**src/design/xcrd_pkg.sv**
```systemverilog
// ----------------------------------------------------------------------------
// xcrd_pkg
// shared types and constants of the response deframer
// ----------------------------------------------------------------------------
package xcrd_pkg;

    localparam int unsigned MAX_FRAME_BYTES = 255;

    localparam int unsigned POS_W   = 9;
    localparam int unsigned BYTE_W  = 8;
    localparam int unsigned STAT_W  = 3;

    localparam logic [POS_W-1:0]  POS_LIMIT       = 9'd511;
    localparam logic [POS_W-1:0]  POS_MIN_FRAME   = 9'd5;
    localparam logic [POS_W-1:0]  POS_MAX_FRAME   = POS_W'(MAX_FRAME_BYTES);
    localparam logic [POS_W-1:0]  POS_FIRST_DATA  = 9'd4;
    localparam logic [POS_W-1:0]  POS_HOLD_START  = 9'd3;
    localparam logic [POS_W-1:0]  POS_START       = 9'd0;
    localparam logic [POS_W-1:0]  POS_SOURCE      = 9'd1;
    localparam logic [POS_W-1:0]  POS_LENGTH      = 9'd2;

    localparam logic [BYTE_W-1:0] START_CODE      = 8'h35;
    localparam logic [BYTE_W-1:0] ADDR_BROADCAST  = 8'h00;
    localparam logic [BYTE_W-1:0] ADDR_RELAY_A    = 8'h26;
    localparam logic [BYTE_W-1:0] ADDR_RELAY_B    = 8'h27;
    localparam logic [BYTE_W-1:0] ADDR_MOTORS     = 8'h30;

    localparam logic [STAT_W-1:0] ST_OK             = 3'd0;
    localparam logic [STAT_W-1:0] ST_INVALID_LENGTH = 3'd1;
    localparam logic [STAT_W-1:0] ST_MALFORMED      = 3'd2;
    localparam logic [STAT_W-1:0] ST_INVALID_SOURCE = 3'd3;
    localparam logic [STAT_W-1:0] ST_BAD_CHECKSUM   = 3'd4;

    // output queue
    localparam int unsigned QDEPTH = 4;
    localparam int unsigned QPTR_W = 2;
    localparam int unsigned QCNT_W = 3;
    localparam logic [QCNT_W-1:0] QCNT_MAX  = QCNT_W'(QDEPTH);
    localparam logic [QCNT_W-1:0] QCNT_ROOM = QCNT_W'(QDEPTH - 2);

    localparam int unsigned OUT_TDATA_W = 16;

    typedef struct packed {
        logic                  is_status;
        logic [BYTE_W-1:0]     data_byte;
        logic [STAT_W-1:0]     status;
        logic                  last;
    } t_result;

    // up to two results per request, first one always in res0
    typedef struct packed {
        logic    push0;
        logic    push1;
        t_result res0;
        t_result res1;
    } t_push;

endpackage

```
**src/design/xcrd_frame_check.sv**
```systemverilog
// ----------------------------------------------------------------------------
// xcrd_frame_check
// per-byte frame state, mode decode and result generation
// ----------------------------------------------------------------------------
module xcrd_frame_check
    import xcrd_pkg::*;
(
    input  logic              i_clk,
    input  logic              i_rst_n,
    input  logic              i_cfg_we,
    input  logic [BYTE_W-1:0] i_cfg_data,
    input  logic              i_accept,
    input  logic              i_has_byte,
    input  logic [BYTE_W-1:0] i_rx_byte,
    input  logic              i_end_of_read,
    output t_push             o_push
);

    logic [BYTE_W-1:0] r_expected_source;
    logic [POS_W-1:0]  r_byte_position, n_byte_position;
    logic [BYTE_W-1:0] r_running_xor, n_running_xor;
    logic [BYTE_W-1:0] r_held_byte, n_held_byte;
    logic              r_start_ok, n_start_ok;
    logic              r_source_ok, n_source_ok;
    logic [BYTE_W-1:0] r_length_field, n_length_field;

    logic              broadcast;
    logic              checked;
    logic              emit_data;
    logic [BYTE_W-1:0] data_val;
    logic [STAT_W-1:0] stat_val;
    logic [POS_W-1:0]  upd_pos;
    logic              upd_start, upd_source;
    logic [BYTE_W-1:0] upd_xor, upd_held, upd_len;
    t_result           data_res, stat_res;

    assign broadcast = (r_expected_source == ADDR_BROADCAST);
    assign checked   = (r_expected_source == ADDR_RELAY_A) ||
                       (r_expected_source == ADDR_RELAY_B) ||
                       (r_expected_source == ADDR_MOTORS);

    always_comb begin
        upd_pos    = r_byte_position;
        upd_start  = r_start_ok;
        upd_source = r_source_ok;
        upd_len    = r_length_field;
        upd_held   = r_held_byte;
        upd_xor    = r_running_xor;
        emit_data  = 1'b0;
        data_val   = i_rx_byte;
        if (i_has_byte) begin
            if (broadcast) begin
                emit_data = 1'b1;
            end else if (checked) begin
                if (r_byte_position == POS_START) begin
                    upd_start = (i_rx_byte == START_CODE);
                end else if (r_byte_position == POS_SOURCE) begin
                    upd_source = (i_rx_byte == r_expected_source);
                end else if (r_byte_position == POS_LENGTH) begin
                    upd_len = i_rx_byte;
                end
                // payload is delayed one byte so the checksum byte never goes out
                if (r_byte_position >= POS_FIRST_DATA && r_byte_position < POS_MAX_FRAME) begin
                    emit_data = 1'b1;
                    data_val  = r_held_byte;
                end
                if (r_byte_position >= POS_HOLD_START) begin
                    upd_held = i_rx_byte;
                end
                upd_xor = r_running_xor ^ i_rx_byte;
            end
            if (r_byte_position != POS_LIMIT) begin
                upd_pos = r_byte_position + POS_W'(1);
            end
        end
    end

    always_comb begin
        stat_val = ST_OK;
        if (broadcast) begin
            stat_val = (upd_pos == '0) ? ST_INVALID_LENGTH : ST_OK;
        end else if (checked) begin
            if (upd_pos < POS_MIN_FRAME || upd_pos > POS_MAX_FRAME) begin
                stat_val = ST_INVALID_LENGTH;
            end else if (!upd_start) begin
                stat_val = ST_MALFORMED;
            end else if (!upd_source) begin
                stat_val = ST_INVALID_SOURCE;
            end else if ({1'b0, upd_len} != upd_pos) begin
                stat_val = ST_INVALID_LENGTH;
            end else if (upd_xor != '0) begin
                stat_val = ST_BAD_CHECKSUM;
            end
        end
    end

    always_comb begin
        data_res           = '0;
        data_res.data_byte = data_val;
        stat_res           = '0;
        stat_res.is_status = 1'b1;
        stat_res.status    = stat_val;
        stat_res.last      = 1'b1;

        o_push = '0;
        if (i_accept) begin
            if (emit_data) begin
                o_push.push0 = 1'b1;
                o_push.res0  = data_res;
                o_push.push1 = i_end_of_read;
                o_push.res1  = stat_res;
            end else begin
                o_push.push0 = i_end_of_read;
                o_push.res0  = stat_res;
            end
        end
    end

    always_comb begin
        n_byte_position = r_byte_position;
        n_running_xor   = r_running_xor;
        n_held_byte     = r_held_byte;
        n_start_ok      = r_start_ok;
        n_source_ok     = r_source_ok;
        n_length_field  = r_length_field;
        if (i_accept) begin
            if (i_end_of_read) begin
                n_byte_position = '0;
                n_running_xor   = '0;
                n_held_byte     = '0;
                n_start_ok      = 1'b0;
                n_source_ok     = 1'b0;
                n_length_field  = '0;
            end else begin
                n_byte_position = upd_pos;
                n_running_xor   = upd_xor;
                n_held_byte     = upd_held;
                n_start_ok      = upd_start;
                n_source_ok     = upd_source;
                n_length_field  = upd_len;
            end
        end
    end

    always_ff @(posedge i_clk) begin
        if (!i_rst_n) begin
            r_expected_source <= '0;
            r_byte_position   <= '0;
            r_running_xor     <= '0;
            r_held_byte       <= '0;
            r_start_ok        <= 1'b0;
            r_source_ok       <= 1'b0;
            r_length_field    <= '0;
        end else begin
            if (i_cfg_we) begin
                r_expected_source <= i_cfg_data;
            end
            r_byte_position <= n_byte_position;
            r_running_xor   <= n_running_xor;
            r_held_byte     <= n_held_byte;
            r_start_ok      <= n_start_ok;
            r_source_ok     <= n_source_ok;
            r_length_field  <= n_length_field;
        end
    end

    // a second result is only ever the closing status
    a_second_is_status: assert property (@(posedge i_clk) disable iff (!i_rst_n)
        o_push.push1 |-> (o_push.push0 && o_push.res1.is_status && !o_push.res0.is_status))
        else $error("second result without a data result ahead of it");

    // frame state is clear after an end-of-read request
    a_clear_after_eor: assert property (@(posedge i_clk) disable iff (!i_rst_n)
        (i_accept && i_end_of_read) |=> (r_byte_position == '0 && r_running_xor == '0))
        else $error("frame state not cleared after end of read");

    // pass mode never produces data
    a_pass_no_data: assert property (@(posedge i_clk) disable iff (!i_rst_n)
        (o_push.push0 && !broadcast && !checked) |-> o_push.res0.is_status)
        else $error("data result in pass mode");

endmodule

```
**src/design/xcrd_out_queue.sv**
```systemverilog
// ----------------------------------------------------------------------------
// xcrd_out_queue
// small result queue, takes up to two results a cycle and gives one while its reader is ready
// ----------------------------------------------------------------------------
module xcrd_out_queue
    import xcrd_pkg::*;
(
    input  logic    i_clk,
    input  logic    i_rst_n,
    input  t_push   i_push,
    output logic    o_room,
    output logic    o_valid,
    input  logic    i_ready,
    output t_result o_result
);

    t_result           r_mem [QDEPTH];
    logic [QPTR_W-1:0] r_wr_ptr, n_wr_ptr;
    logic [QPTR_W-1:0] r_rd_ptr, n_rd_ptr;
    logic [QCNT_W-1:0] r_count, n_count;
    logic              pop;
    logic [QCNT_W-1:0] push_cnt;

    assign o_room   = (r_count <= QCNT_ROOM);
    assign o_valid  = (r_count != '0);
    assign o_result = r_mem[r_rd_ptr];
    assign pop      = o_valid && i_ready;
    assign push_cnt = QCNT_W'(i_push.push0) + QCNT_W'(i_push.push1);

    always_comb begin
        n_wr_ptr = r_wr_ptr + push_cnt[QPTR_W-1:0];
        n_rd_ptr = pop ? r_rd_ptr + QPTR_W'(1) : r_rd_ptr;
        n_count  = r_count + push_cnt - QCNT_W'(pop);
    end

    always_ff @(posedge i_clk) begin
        if (i_push.push0) begin
            r_mem[r_wr_ptr] <= i_push.res0;
        end
        if (i_push.push1) begin
            r_mem[r_wr_ptr + QPTR_W'(1)] <= i_push.res1;
        end
    end

    always_ff @(posedge i_clk) begin
        if (!i_rst_n) begin
            r_wr_ptr <= '0;
            r_rd_ptr <= '0;
            r_count  <= '0;
        end else begin
            r_wr_ptr <= n_wr_ptr;
            r_rd_ptr <= n_rd_ptr;
            r_count  <= n_count;
        end
    end

    a_no_overflow: assert property (@(posedge i_clk) disable iff (!i_rst_n)
        r_count <= QCNT_MAX)
        else $error("result queue overflow");

    a_push_needs_room: assert property (@(posedge i_clk) disable iff (!i_rst_n)
        i_push.push0 |-> o_room)
        else $error("results pushed without room");

    a_count_tracks_ptrs: assert property (@(posedge i_clk) disable iff (!i_rst_n)
        (r_count[QPTR_W-1:0] == (r_wr_ptr - r_rd_ptr)))
        else $error("queue count out of step with pointers");

endmodule

```
**src/design/xor_checked_response_deframer.sv**
```systemverilog
// ----------------------------------------------------------------------------
// xor_checked_response_deframer
// checks response frames byte by byte and emits payload bytes and a status
//
//   port group   dir  tdata                         tuser       tlast
//   s_axis       in   [7:0] rx_byte                 has_byte    end_of_read
//   m_axis       out  [7:0] data_byte [10:8] status is_status   last
//   cfg          in   [7:0] expected_source         -           -
//
// one request is taken every cycle while s_axis tready is high; its results
// land in a four-entry queue the following cycle
// an end-of-read request with a data byte can make two results, and the
// queue drains one per cycle while m_axis tready is high; s_axis tready
// drops only while fewer than two entries are free
// reset is synchronous active low and clears the frame state, the queue and
// the source register; cfg is always ready
// ----------------------------------------------------------------------------
module xor_checked_response_deframer
    import xcrd_pkg::*;
(
    input  logic                   i_clk,
    input  logic                   i_rst_n,
    // request stream
    input  logic                   i_s_axis_tvalid,
    output logic                   o_s_axis_tready,
    input  logic [7:0]             i_s_axis_tdata,   // rx_byte
    input  logic                   i_s_axis_tuser,   // has_byte
    input  logic                   i_s_axis_tlast,   // end_of_read
    // result stream
    output logic                   o_m_axis_tvalid,
    input  logic                   i_m_axis_tready,
    output logic [OUT_TDATA_W-1:0] o_m_axis_tdata,   // data_byte, status, zero fill
    output logic                   o_m_axis_tuser,   // is_status
    output logic                   o_m_axis_tlast,   // last
    // source address register
    input  logic                   i_cfg_valid,
    output logic                   o_cfg_ready,
    input  logic [7:0]             i_cfg_data
);

    logic    accept;
    t_push   push;
    t_result result;

    assign o_cfg_ready = 1'b1;
    assign accept      = i_s_axis_tvalid && o_s_axis_tready;

    xcrd_frame_check u_check (
        .i_clk         (i_clk),
        .i_rst_n       (i_rst_n),
        .i_cfg_we      (i_cfg_valid),
        .i_cfg_data    (i_cfg_data),
        .i_accept      (accept),
        .i_has_byte    (i_s_axis_tuser),
        .i_rx_byte     (i_s_axis_tdata),
        .i_end_of_read (i_s_axis_tlast),
        .o_push        (push)
    );

    xcrd_out_queue u_queue (
        .i_clk    (i_clk),
        .i_rst_n  (i_rst_n),
        .i_push   (push),
        .o_room   (o_s_axis_tready),
        .o_valid  (o_m_axis_tvalid),
        .i_ready  (i_m_axis_tready),
        .o_result (result)
    );

    assign o_m_axis_tdata = {{(OUT_TDATA_W - BYTE_W - STAT_W){1'b0}},
                             result.status, result.data_byte};
    assign o_m_axis_tuser = result.is_status;
    assign o_m_axis_tlast = result.last;

endmodule

```
**config.mk**
```make
export PLATFORM = sky130hd
export DESIGN_NAME = xor_checked_response_deframer
export DESIGN_NICKNAME = d
export VERILOG_FILES = /design/src/design/xcrd_pkg.sv /design/src/design/xcrd_frame_check.sv /design/src/design/xcrd_out_queue.sv /design/src/design/xor_checked_response_deframer.sv
export SDC_FILE = /design/constraint.sdc
export NUM_CORES = 1
export LEC_CHECK = 0
export BUFFER_PORTS_ARGS = -buffer_cell sky130_fd_sc_hd__clkbuf_2
export CAP_MARGIN = 20
export CORE_ASPECT_RATIO = 1.5
export CORE_MARGIN = 2
export CORE_UTILIZATION = 65
export CTS_CLUSTER_SIZE = 24
export DETAILED_ROUTE_END_ITERATION = 8
export PLACE_DENSITY = 0.85
export REMOVE_ABC_BUFFERS = 1
export SYNTH_ARGS = -nofsm -noshare
export SYNTH_HDL_FRONTEND = slang
export SYNTH_SLANG_ARGS = --single-unit
export TNS_END_PERCENT = 1
```
**constraint.sdc**
```tcl
create_clock -name i_clk -period 6 [get_ports i_clk]
set_clock_uncertainty 0.15 [all_clocks]
set_input_delay 0.9 -clock i_clk [delete_from_list [all_inputs] [get_ports i_clk]]
set_output_delay 0.9 -clock i_clk [all_outputs]
set_load 0.05 [all_outputs]
```
==> flow_metrics.py <==
metrics = {
    "finish": {
        "post-route-cell-area_um2": 6080,
        "finalNonFillerCells": 727,
        "drive_above_1_share": 0.147,
        "finalCoreUtilization": 0.718,
        "antenna_diode_count": 0,
        "fillers": 629,
        "area_growth_syn_to_layout_pct": 6.53,
        "layout.nets": 648,
    },
    "grt": {
        "antenna_found_initial": 0,
        "grt_first_pass_wirelength_um": 22500,
        "grt.total_usage": 0.303,
        "vias_in_the_first_global_route": 4648,
        "grt_overflow_total": 0,
        "grt_max_degree": 52,
    },
    "timing": {
        "hold_viol": 0,
        "worst-slew-pin-transition_ns": 1.02,
        "fin_tns_setup_ns": 0,
        "slew_viol_final": 0,
        "final-setup-viol-count": 0,
        "finalWorstSetupSlack_ns": 2.37,
        "slew_limit_headroom": 0.321,
        "finalHoldWorstSlack_ns": 0.330,
        "clock.fmax_mhz": 275,
        "period_minus_ws_final_ns": 3.63,
        "grt_setup_unrepaired": "false",
        "min_period_over_period": 0.606,
    },
    "worst_setup_path": {
        "cp-end-kind": "register",
        "critical-path-max-stage-delay_ns": 0.58,
        "crit_buf_inv": 2,
        "worst_path_arrival_ns": 3.72,
        "critical_path.most_common_cell": "sky130_fd_sc_hd__ha_1",
        "crit_path_cell_trace": "nand4_2 > nor2_1 > a2111oi_4 > o21ai_4 > nand2_2 > nand2_4 > inv_4 > ha_1 > inv_1 > ha_1 > fa_1 > xor2_1 > xnor2_1 > and2_1",
        "worst-path-max-fanout": 11,
        "critPathKind": "reg -> reg",
        "crit_family": "simple AND/OR/NAND/NOR gates",
        "critPathRequiredTime_ns": 6.09,
        "crit_slowest_cell": "sky130_fd_sc_hd__dfxtp_1",
        "cp-start-kind": "register",
    },
    "power": {
        "power.internal_mw": 1.26,
        "switching_power_of_the_nets_mw": 0.689,
        "irDropWorstVdd_uv": 199,
        "clkPwrFrac": 0.290,
        "leakagePower_nw": 2.41,
        "power.share.switching": 0.354,
        "report.power.total_mw": 1.94,
        "power_per_cell_area_nw_per_um2": 320,
        "power_share_of_the_combinational_group": 0.273,
        "sequentialPowerShare": 0.437,
    },
    "floorplan": {
        "floorplan.io_pins": 44,
        "die-area_um2": 9560,
        "floorplan.initialDensity": 0.674,
        "floorplan.die.height_um": 119,
        "floorplan.core_area_um2": 8460,
        "std_cell_rows": 41,
        "chipWidth_um": 80.5,
    },
    "job": {
        "maxCapViolCount": 0,
    },
    "synthesis": {
        "dominantRegCellSynth": "sky130_fd_sc_hd__dfxtp_1",
        "ys_types": 79,
        "ys_ff_latch": 100,
        "synth-seq-area-share": 0.379,
        "synth-edff-count": 16,
        "synth_most_common_cell": "sky130_fd_sc_hd__dfxtp_1",
        "synth-async-reset-ratio": 0,
        "yosys.area.top_type": "sky130_fd_sc_hd__dfxtp_1",
        "ranking_of_synthesized_cells_by_area": "sky130_fd_sc_hd__dfxtp_1 29%, sky130_fd_sc_hd__edfxtp_1 8.4%, sky130_fd_sc_hd__mux4_2 4.7%",
        "synthesis.instances": 613,
        "yosys-top-cells-count": "84 x sky130_fd_sc_hd__dfxtp_1, 40 x sky130_fd_sc_hd__nand2_1, 39 x sky130_fd_sc_hd__nor2_1, 32 x sky130_fd_sc_hd__nor2b_1, 32 x sky130_fd_sc_hd__o21ai_0",
        "synth.avg_cell_area_um2": 9.31,
        "synth_top_cell_area_share": 0.295,
        "syn_area_um2": 5710,
        "yosys_warnings": 0,
    },
    "clock_network": {
        "cts_tree": "yes",
        "cts_inserted_buffers": 9,
        "clock_tree.buffer_depth": 2,
        "clock_sinks": 100,
        "postCtsHoldBufs": 0,
        "post-cts-setup-buffer-count": 0,
        "cts.clk_slew.worst_paths_ns": 0.07,
        "cts.htree.levels": 3,
        "cts-root-buf": "sky130_fd_sc_hd__clkbuf_16",
        "clk_latency_ns": 0.35,
        "post_cts_resize_count": 0,
    },
    "detailed_routing": {
        "drt_pass1_iterations": 6,
        "remaining_drc_errors": 0,
        "drt_iter0_drc": 273,
        "routed_wl_um": 13800,
        "detailroute.via_count": 4716,
        "detail-route-antenna-nets": 0,
        "post_drt_via_cell_ratio": 6.49,
        "routedWlPerCell_um": 19.0,
    },
    "min_path": {
        "min_path_type": "reg -> reg",
    },
    "outcome": {
        "outcome": "finished, final reports clean",
    },
    "placement": {
        "routabilityCongestion": 0.897,
        "postPlaceCellArea_um2": 5790,
        "place_inst": 711,
        "pre_cts_ws_ns": 2.34,
        "hpwl_um": 9900,
        "io_buffers": 37,
    },
}
kinds of logic (layout without fill, tap and decap cells):
family / after synthesis / in the layout / share of synthesized area
compound gates: 157 / 157 / 0.196
xor+xnor: 22 / 22 / 0.0338
fa+ha+maj: 10 / 10 / 0.0232
buf+inv: 72 / 75 / 0.0585
flops: 100 / 100 / 0.379
mux: 36 / 36 / 0.0899
other cells: 2 / 6 / 0.00132
simple gates: 214 / 214 / 0.218
final timing paths:
check                           slack (ns)                   to                       start  cells after the start
worst max-delay path                  2.37   u_queue.r_count[2]  u_check.r_byte_position[3]                     14
worst max register to register        2.37   u_queue.r_count[2]  u_check.r_byte_position[3]                     14
worst min-delay path                  0.33  u_queue.r_mem[1][7]         u_queue.r_mem[1][7]                      2
worst min register to register        0.33  u_queue.r_mem[1][7]         u_queue.r_mem[1][7]                      2
sequential cells by signal (all words and copies together), names as in the netlist, named ones only:
name	cells
u_check.r_start_ok	1
u_check.r_length_field	8
u_check.r_held_byte	8
u_check.r_expected_source	8
u_queue.r_mem	48
u_queue.r_count	3
u_check.r_source_ok	1
u_check.r_byte_position	9
u_check.r_running_xor	8
u_queue.r_wr_ptr	2
u_queue.r_rd_ptr	2
power by group through the flow:
stage | Combinational, mW | Sequential [mW] | Clock (mW)
floorplan | 0.409 | 0.832 | 0
global placement | 0.510 | 0.853 | 0
detailed placement | 0.526 | 0.861 | 0
CTS | 0.531 | 0.847 | 0.565
global route | 0.571 | 0.859 | 0.593
finish | 0.530 | 0.850 | 0.565
layout by cell type (no fill, tap or decap), types with 7 or more instances in the layout:
cell / n
sky130_fd_sc_hd__clkbuf_2: 37
sky130_fd_sc_hd__a21boi_0: 10
sky130_fd_sc_hd__nand3b_1: 8
sky130_fd_sc_hd__nor2_1: 39
sky130_fd_sc_hd__inv_1: 21
sky130_fd_sc_hd__mux2i_1: 22
sky130_fd_sc_hd__nor3_1: 7
sky130_fd_sc_hd__o21ai_0: 32
sky130_fd_sc_hd__a22oi_1: 24
sky130_fd_sc_hd__nand2_1: 40
sky130_fd_sc_hd__clkbuf_16: 10
sky130_fd_sc_hd__ha_1: 9
sky130_fd_sc_hd__a22o_1: 19
sky130_fd_sc_hd__a21oi_1: 31
sky130_fd_sc_hd__xor2_1: 12
sky130_fd_sc_hd__nand3_1: 21
sky130_fd_sc_hd__nor2b_1: 32
sky130_fd_sc_hd__edfxtp_1: 16
sky130_fd_sc_hd__mux4_2: 12
sky130_fd_sc_hd__dfxtp_1: 84
sky130_fd_sc_hd__and2_1: 18
sky130_fd_sc_hd__xnor2_1: 10
final cells by class:
class	instances	area, um2	share of cell area
sequential	100	2160	0.356
tap	107	134	0.0220
inverter	22	85.1	0.0140
multi-input combinational	445	3230	0.531
timing repair buffer	37	185	0.0305
clock buffer	11	254	0.0418
clock inverter	5	33.8	0.00556
worst reg2reg max path: cells and delay by family (launching register included):
kind,cells,cell delay [ns]
compound gates,2,0.42
xor+xnor,2,0.28
simple gates,5,1.04
buf+inv,2,0.14
fa+ha+maj,3,0.90
flops,1,0.58
layer usage:
metal / vias up / track usage / wire length [um]
met5: - / 0 / 0
li1: 2204 / - / -
met2: 210 / 0.553 / 7500
met4: 0 / 0.139 / 520
met3: 46 / 0.0450 / 747
met1: 2256 / 0.335 / 5070
(Power assumes the default switching activity.)
